File: config.mk
export PLATFORM = sky130hd
export DESIGN_NAME = pvx_controller
export DESIGN_NICKNAME = d
export VERILOG_FILES = /design/src/sv/pvx_pkg.sv /design/src/sv/pvx_controller.sv
export SDC_FILE = /design/constraint.sdc
export NUM_CORES = 1
export LEC_CHECK = 0
export BUFFER_PORTS_ARGS = -buffer_cell sky130_fd_sc_hd__buf_2
export CORE_MARGIN = 10
export CORE_UTILIZATION = 30
export DETAILED_ROUTE_END_ITERATION = 7
export MAX_ROUTING_LAYER = met4
export PLACE_DENSITY = 0.64
export SLEW_MARGIN = 0
export SYNTH_ARGS = -nofsm -noshare
export SYNTH_HDL_FRONTEND = slang
export SYNTH_SLANG_ARGS = --single-unit
File: constraint.sdc
create_clock -name clk -period 1.9 [get_ports clk]
set_clock_uncertainty 0.2 [all_clocks]
set_input_delay 0.095 -clock clk [delete_from_list [all_inputs] [get_ports clk]]
set_output_delay 0.095 -clock clk [all_outputs]
set_load 0.005 [all_outputs]
File: src/sv/pvx_pkg.sv
// ----------------------------------------------------------------------------
// pvx_pkg
// Shared types and constants for the primitive vertex expander.
// ----------------------------------------------------------------------------
`default_nettype none

package pvx_pkg;

    localparam int COORD_BITS = 24;
    localparam int INDEX_BITS = 16;
    localparam int THICK_BITS = 16;
    localparam int COLOR_BITS = 32;

    // Magnitude of a coordinate difference, its square sum and the root.
    localparam int MAG_BITS   = COORD_BITS + 1;
    localparam int SQ_BITS    = 2 * MAG_BITS;
    localparam int LEN_BITS   = MAG_BITS;
    localparam int ROOT_STEPS = SQ_BITS / 2;
    localparam int PROD_BITS  = MAG_BITS + THICK_BITS;
    localparam int NUM_BITS   = PROD_BITS + 2;
    localparam int DEN_BITS   = LEN_BITS + 1;
    localparam int QUO_BITS   = THICK_BITS + 1;

    localparam logic [1:0] CMD_LINE  = 2'd0;
    localparam logic [1:0] CMD_RECT  = 2'd1;
    localparam logic [1:0] CMD_CLEAR = 2'd2;

    localparam logic [THICK_BITS-1:0] THIN_LIMIT = THICK_BITS'(256);

    localparam logic TOPO_LINE = 1'b0;
    localparam logic TOPO_TRI  = 1'b1;

    typedef struct packed {
        logic [1:0]                   command;
        logic signed [COORD_BITS-1:0] x_a;
        logic signed [COORD_BITS-1:0] y_a;
        logic signed [COORD_BITS-1:0] x_b;
        logic signed [COORD_BITS-1:0] y_b;
        logic [THICK_BITS-1:0]        thickness;
        logic [COLOR_BITS-1:0]        color;
    } cmd_item_t;

    typedef struct packed {
        logic signed [COORD_BITS-1:0] vx;
        logic signed [COORD_BITS-1:0] vy;
        logic [COLOR_BITS-1:0]        vcolor;
        logic [INDEX_BITS-1:0]        vertex_index;
        logic                         topology;
        logic                         new_batch;
        logic                         last;
    } vertex_t;

    typedef struct packed {
        logic       load;
        logic       decode;
        logic       clear;
        logic       sq_first;
        logic       sq_second;
        logic       root_step;
        logic       mul;
        logic       div_load;
        logic       div_step;
        logic       store_off;
        logic       zero_off;
        logic       emit;
        logic       commit;
        logic       sel;
        logic [1:0] k;
    } dp_cmd_t;

    typedef struct packed {
        logic [1:0] command;
        logic       thin;
        logic       zero_len;
        logic       root_done;
        logic       div_done;
        logic       out_free;
    } dp_stat_t;

endpackage

`default_nettype wire

File: src/sv/pvx_controller.sv
// ----------------------------------------------------------------------------
// pvx_controller
// Sequencer that steps one command through decode, offset math and emission.
// ----------------------------------------------------------------------------
`default_nettype none

module pvx_controller
    import pvx_pkg::*;
(
    input  wire logic     clk,
    input  wire logic     rst_n,
    input  wire logic     cmd_valid,
    output logic          cmd_stall,
    input  wire dp_stat_t stat,
    output dp_cmd_t       ctl
);

    localparam logic [3:0] ST_IDLE   = 4'd0;
    localparam logic [3:0] ST_DECODE = 4'd1;
    localparam logic [3:0] ST_SQ1    = 4'd2;
    localparam logic [3:0] ST_SQ2    = 4'd3;
    localparam logic [3:0] ST_ROOT   = 4'd4;
    localparam logic [3:0] ST_MUL    = 4'd5;
    localparam logic [3:0] ST_DLOAD  = 4'd6;
    localparam logic [3:0] ST_DIV    = 4'd7;
    localparam logic [3:0] ST_STORE  = 4'd8;
    localparam logic [3:0] ST_EMIT   = 4'd9;

    logic [3:0] state_reg, state_next;
    logic       sel_reg, sel_next;
    logic [1:0] k_reg, k_next;
    logic       last_vertex;

    assign last_vertex = (stat.command == CMD_RECT || !stat.thin) ? (k_reg == 2'd3)
                                                                  : (k_reg == 2'd1);

    always_comb
    begin
        state_next = state_reg;
        sel_next = sel_reg;
        k_next = k_reg;
        ctl = '0;
        ctl.sel = sel_reg;
        ctl.k = k_reg;
        cmd_stall = state_reg != ST_IDLE;
        case (state_reg)
            ST_IDLE: begin
                if (cmd_valid) begin
                    ctl.load = 1'b1;
                    state_next = ST_DECODE;
                end
            end
            ST_DECODE: begin
                ctl.decode = 1'b1;
                k_next = 2'd0;
                sel_next = 1'b0;
                if (stat.command == CMD_CLEAR) begin
                    ctl.clear = 1'b1;
                    state_next = ST_IDLE;
                end else if (stat.command == CMD_RECT) begin
                    state_next = ST_EMIT;
                end else if (stat.command == CMD_LINE) begin
                    if (stat.thin) begin
                        state_next = ST_EMIT;
                    end else if (stat.zero_len) begin
                        ctl.zero_off = 1'b1;
                        state_next = ST_EMIT;
                    end else begin
                        state_next = ST_SQ1;
                    end
                end else begin
                    state_next = ST_IDLE;
                end
            end
            ST_SQ1: begin
                ctl.sq_first = 1'b1;
                state_next = ST_SQ2;
            end
            ST_SQ2: begin
                ctl.sq_second = 1'b1;
                state_next = ST_ROOT;
            end
            ST_ROOT: begin
                ctl.root_step = 1'b1;
                if (stat.root_done) state_next = ST_MUL;
            end
            ST_MUL: begin
                ctl.mul = 1'b1;
                state_next = ST_DLOAD;
            end
            ST_DLOAD: begin
                ctl.div_load = 1'b1;
                state_next = ST_DIV;
            end
            ST_DIV: begin
                ctl.div_step = 1'b1;
                if (stat.div_done) state_next = ST_STORE;
            end
            ST_STORE: begin
                ctl.store_off = 1'b1;
                sel_next = 1'b1;
                state_next = sel_reg ? ST_EMIT : ST_MUL;
            end
            ST_EMIT: begin
                if (stat.out_free) begin
                    ctl.emit = 1'b1;
                    k_next = k_reg + 2'd1;
                    if (last_vertex) begin
                        ctl.commit = 1'b1;
                        state_next = ST_IDLE;
                    end
                end
            end
            default: state_next = ST_IDLE;
        endcase
    end

    always_ff @(posedge clk or negedge rst_n)
    begin
        if (!rst_n) begin
            state_reg <= ST_IDLE;
            sel_reg <= 1'b0;
            k_reg <= 2'd0;
        end else begin
            state_reg <= state_next;
            sel_reg <= sel_next;
            k_reg <= k_next;
        end
    end

endmodule

`default_nettype wire

==> results.py <==
metrics = {
    "status": {
        "status": "completed",
    },
    "pwr": {
        "p_leak_nw": 0.4784,
        "total_power_mw": 1.282,
        "powerDensity_nw_per_um2": 1437,
        "peakVddDrop_v": 0.0006068,
    },
    "drt": {
        "dr.pass1.iters": 4,
        "routed_wl_um": 1904,
        "num_vias": 687,
        "drt_iter0_drc": 30,
        "ant_nets": 0,
        "via_per_inst": 4.838,
        "drc": 0,
        "post_drt_wl_per_cell_um": 13.41,
    },
    "cts": {
        "cts_root_buf": "clkbuf_4",
        "htreeDepth": 1,
        "clk_latency_ns": 0.25,
        "cts_tree": "done",
        "numCtsBuffers": 3,
        "clk_pin_slew_worst_paths_ns": 0.05,
        "clk_path_buf_depth": 2,
        "cts_sinks": 7,
    },
    "cells_and_area": {
        "mostFrequentLayoutCells": "26 x buf_2, 10 x buf_4, 8 x nor2_1",
        "syn_to_final_growth_pct": 46.41,
        "largest_reg_flops": 4,
        "final_layout_size_suffix_gt1_share_pct": 44.35,
        "n_antenna_cell": 0,
        "layout_commonest_cell": "buf_2",
        "layout.nets": 126,
    },
    "placement": {
        "portBuffers": 26,
        "hpwl_um": 1455,
        "place.gp.congestion": 0.7797,
    },
    "sta": {
        "finalCritPeriodShare_pct": 99.01,
        "slew_headroom_pct": 73.62,
        "whs_ns": 0.007357,
        "rsz0062_at_grt": "true",
        "drv_slew": 0,
        "setup_violations": 0,
        "max_freq_mhz": 531.6,
        "hold_viol_final": 0,
        "post-route-min-period_ns": 1.881,
        "tightest_slew_ns": 0.3916,
    },
    "setup_path": {
        "critPathTopFamily": "simple AND/OR/NAND/NOR gates",
        "cp_max_fo": 4,
        "slowest_stage": "or4_4",
        "cp_num_buf_inv": 1,
        "worst-path-stages": 5,
        "end_kind": "primary output",
        "cp.arrival_ns": 1.59,
        "worstSetupPathType": "flop to primary output",
        "slowest_delay_ns": 0.42,
        "start_kind": "flop",
        "rr_worst_depth": 5,
        "cp_common_cell": "nand2b_4",
        "worstPathCellList": "nand2b_4 > nand2b_4 > or4_4 > nor2_2 > buf_2",
        "crit_required_ns": 1.60,
    },
    "grt": {
        "overflow": 0,
        "grt_pass1_wl_um": 2925,
        "grt_use_total_pct": 8.542,
        "first_global_vias": 649,
        "grt_max_degree": 9,
        "antenna_found_initial": 0,
    },
    "yosys": {
        "syn_area_per_cell_um2": 8.018,
        "syn-num-nets": 86,
        "yosysWarnings": 0,
        "synth.area.top_cells": "dfrtp_1 29%, nor2_1 6.8%, nor3_1 4.9%, nand2b_4 4.5%, and3_1 4.1%",
        "synth_top_cell_by_area": "dfrtp_1",
        "ys_seq_elements": 7,
        "synth_top_area_share_pct": 28.75,
        "syn_area_um2": 609.3,
        "syn_inst": 76,
        "yosysSeqAreaShare_pct": 28.75,
        "synth.distinct_cells": 33,
    },
    "floorplan": {
        "boundaryPins": 27,
        "die_w_um": 65.07,
        "rows": 16,
        "design.die.area_um2": 4233,
        "coreArea_um2": 1942,
        "initial_core_util_pct": 31.38,
        "die_h_um": 65.07,
    },
    "job": {
        "maxCapViolCount": 0,
    },
    "hold_path": {
        "holdCritPathClass": "input port to asynchronous set/reset pin",
    },
}
[cells in the mapped netlist]
cell type / count
a211oi_1: 1
a21boi_0: 1
a21o_1: 1
a21oi_1: 1
a21oi_2: 1
a221o_2: 1
a221oi_1: 1
a2bb2oi_2: 1
and2b_1: 1
and3_1: 4
buf_2: 2
buf_4: 2
buf_6: 2
dfrtp_1: 7
inv_1: 6
mux2i_1: 1
nand2_1: 6
nand2b_1: 1
nand2b_4: 2
nand3_1: 1
nand3b_1: 1
nor2_1: 11
nor3_1: 6
nor4_1: 1
o21ai_0: 4
o21bai_2: 1
o22ai_1: 1
o31ai_1: 1
o32ai_1: 1
or2b_1: 2
or3_1: 1
or4_4: 1
xnor2_1: 2
[worst reg2reg max path: stages, from the launching register on]
cell and delay [ns]:
dfrtp_1 0.43, or3_1 0.39, a21oi_2 0.19, o21bai_2 0.17
and2b_1 0.16, o22ai_1 0.08
[repair_timing]
action                                  in CTS  in global routing
cloned                                       0                  0
endpoints found under the setup margin       1                  2
pin swaps                                    0                  1
hold buffers                                 5                  0
buffers inserted                             0                  6
gates resized for setup                      4                  2
endpoints found under the hold margin        9                  0
[per-stage QoR]
step / cell area (um^2) / TNS [ns] / worst slack, ns / util [%] / cells
floorplan: 609.3 / 0 / 0.2238 / - / 76
finish: 892.1 / 0 / 0.01886 / 45.94 / 142
global placement: 755.7 / 0 / 0.1380 / 38.92 / 127
detailed placement: 755.7 / 0 / 0.1301 / 38.92 / 127
global route: 892.1 / -0.1109 / -0.06269 / 45.94 / 142
CTS: 842.1 / 0 / 0.007949 / 43.36 / 136
[power breakdown]
group          switching [mW]  internal (mW)  leakage, nW
registers               0.101          0.221       0.0868
logic                   0.392          0.438        0.377
clock network          0.0503         0.0799       0.0150
total                   0.543          0.739        0.478
[per-layer routing]
layer	vias to the layer above	global-route usage (%)	share of wire, %
met4	0	0.8021	0
met3	0	3.952	9.2
li1	340	-	-
met2	30	12.81	47
met1	317	10.58	44
met5	-	-	0
[cell families after synthesis]
kind of cell           after synthesis  synth area share (%)
AO/OA/AOI/OAI                       16                 20.54
XOR/XNOR                             2                 2.875
buffers and inverters               12                 11.50
multiplexers                         1                 1.643
flip-flops                           7                 28.75
AND/OR/NAND/NOR                     38                 34.70
[area by class of cell]
type / count / area [um^2]
Fill cell: 204 / 1050
Clock buffer: 4 / 26.28
Timing Repair Buffer: 41 / 255.2
Multi-Input combinational cell: 57 / 376.6
Tap cell: 27 / 33.78
Inverter: 6 / 22.52
Sequential cell: 7 / 177.7
[path summary, 6_finish.rpt]
path                               from      endpoint  slack [ns]
max                        state_reg[1]        ctl[5]        0.02
min                               rst_n  state_reg[0]       0.007
max reg2reg                state_reg[0]  state_reg[0]        0.16
min reg2reg                     sel_reg       sel_reg        0.34
max in group asynchronous         rst_n  state_reg[3]        1.33
min in group clk                stat[6]  state_reg[1]        0.01
(Power assumes the default switching activity.)
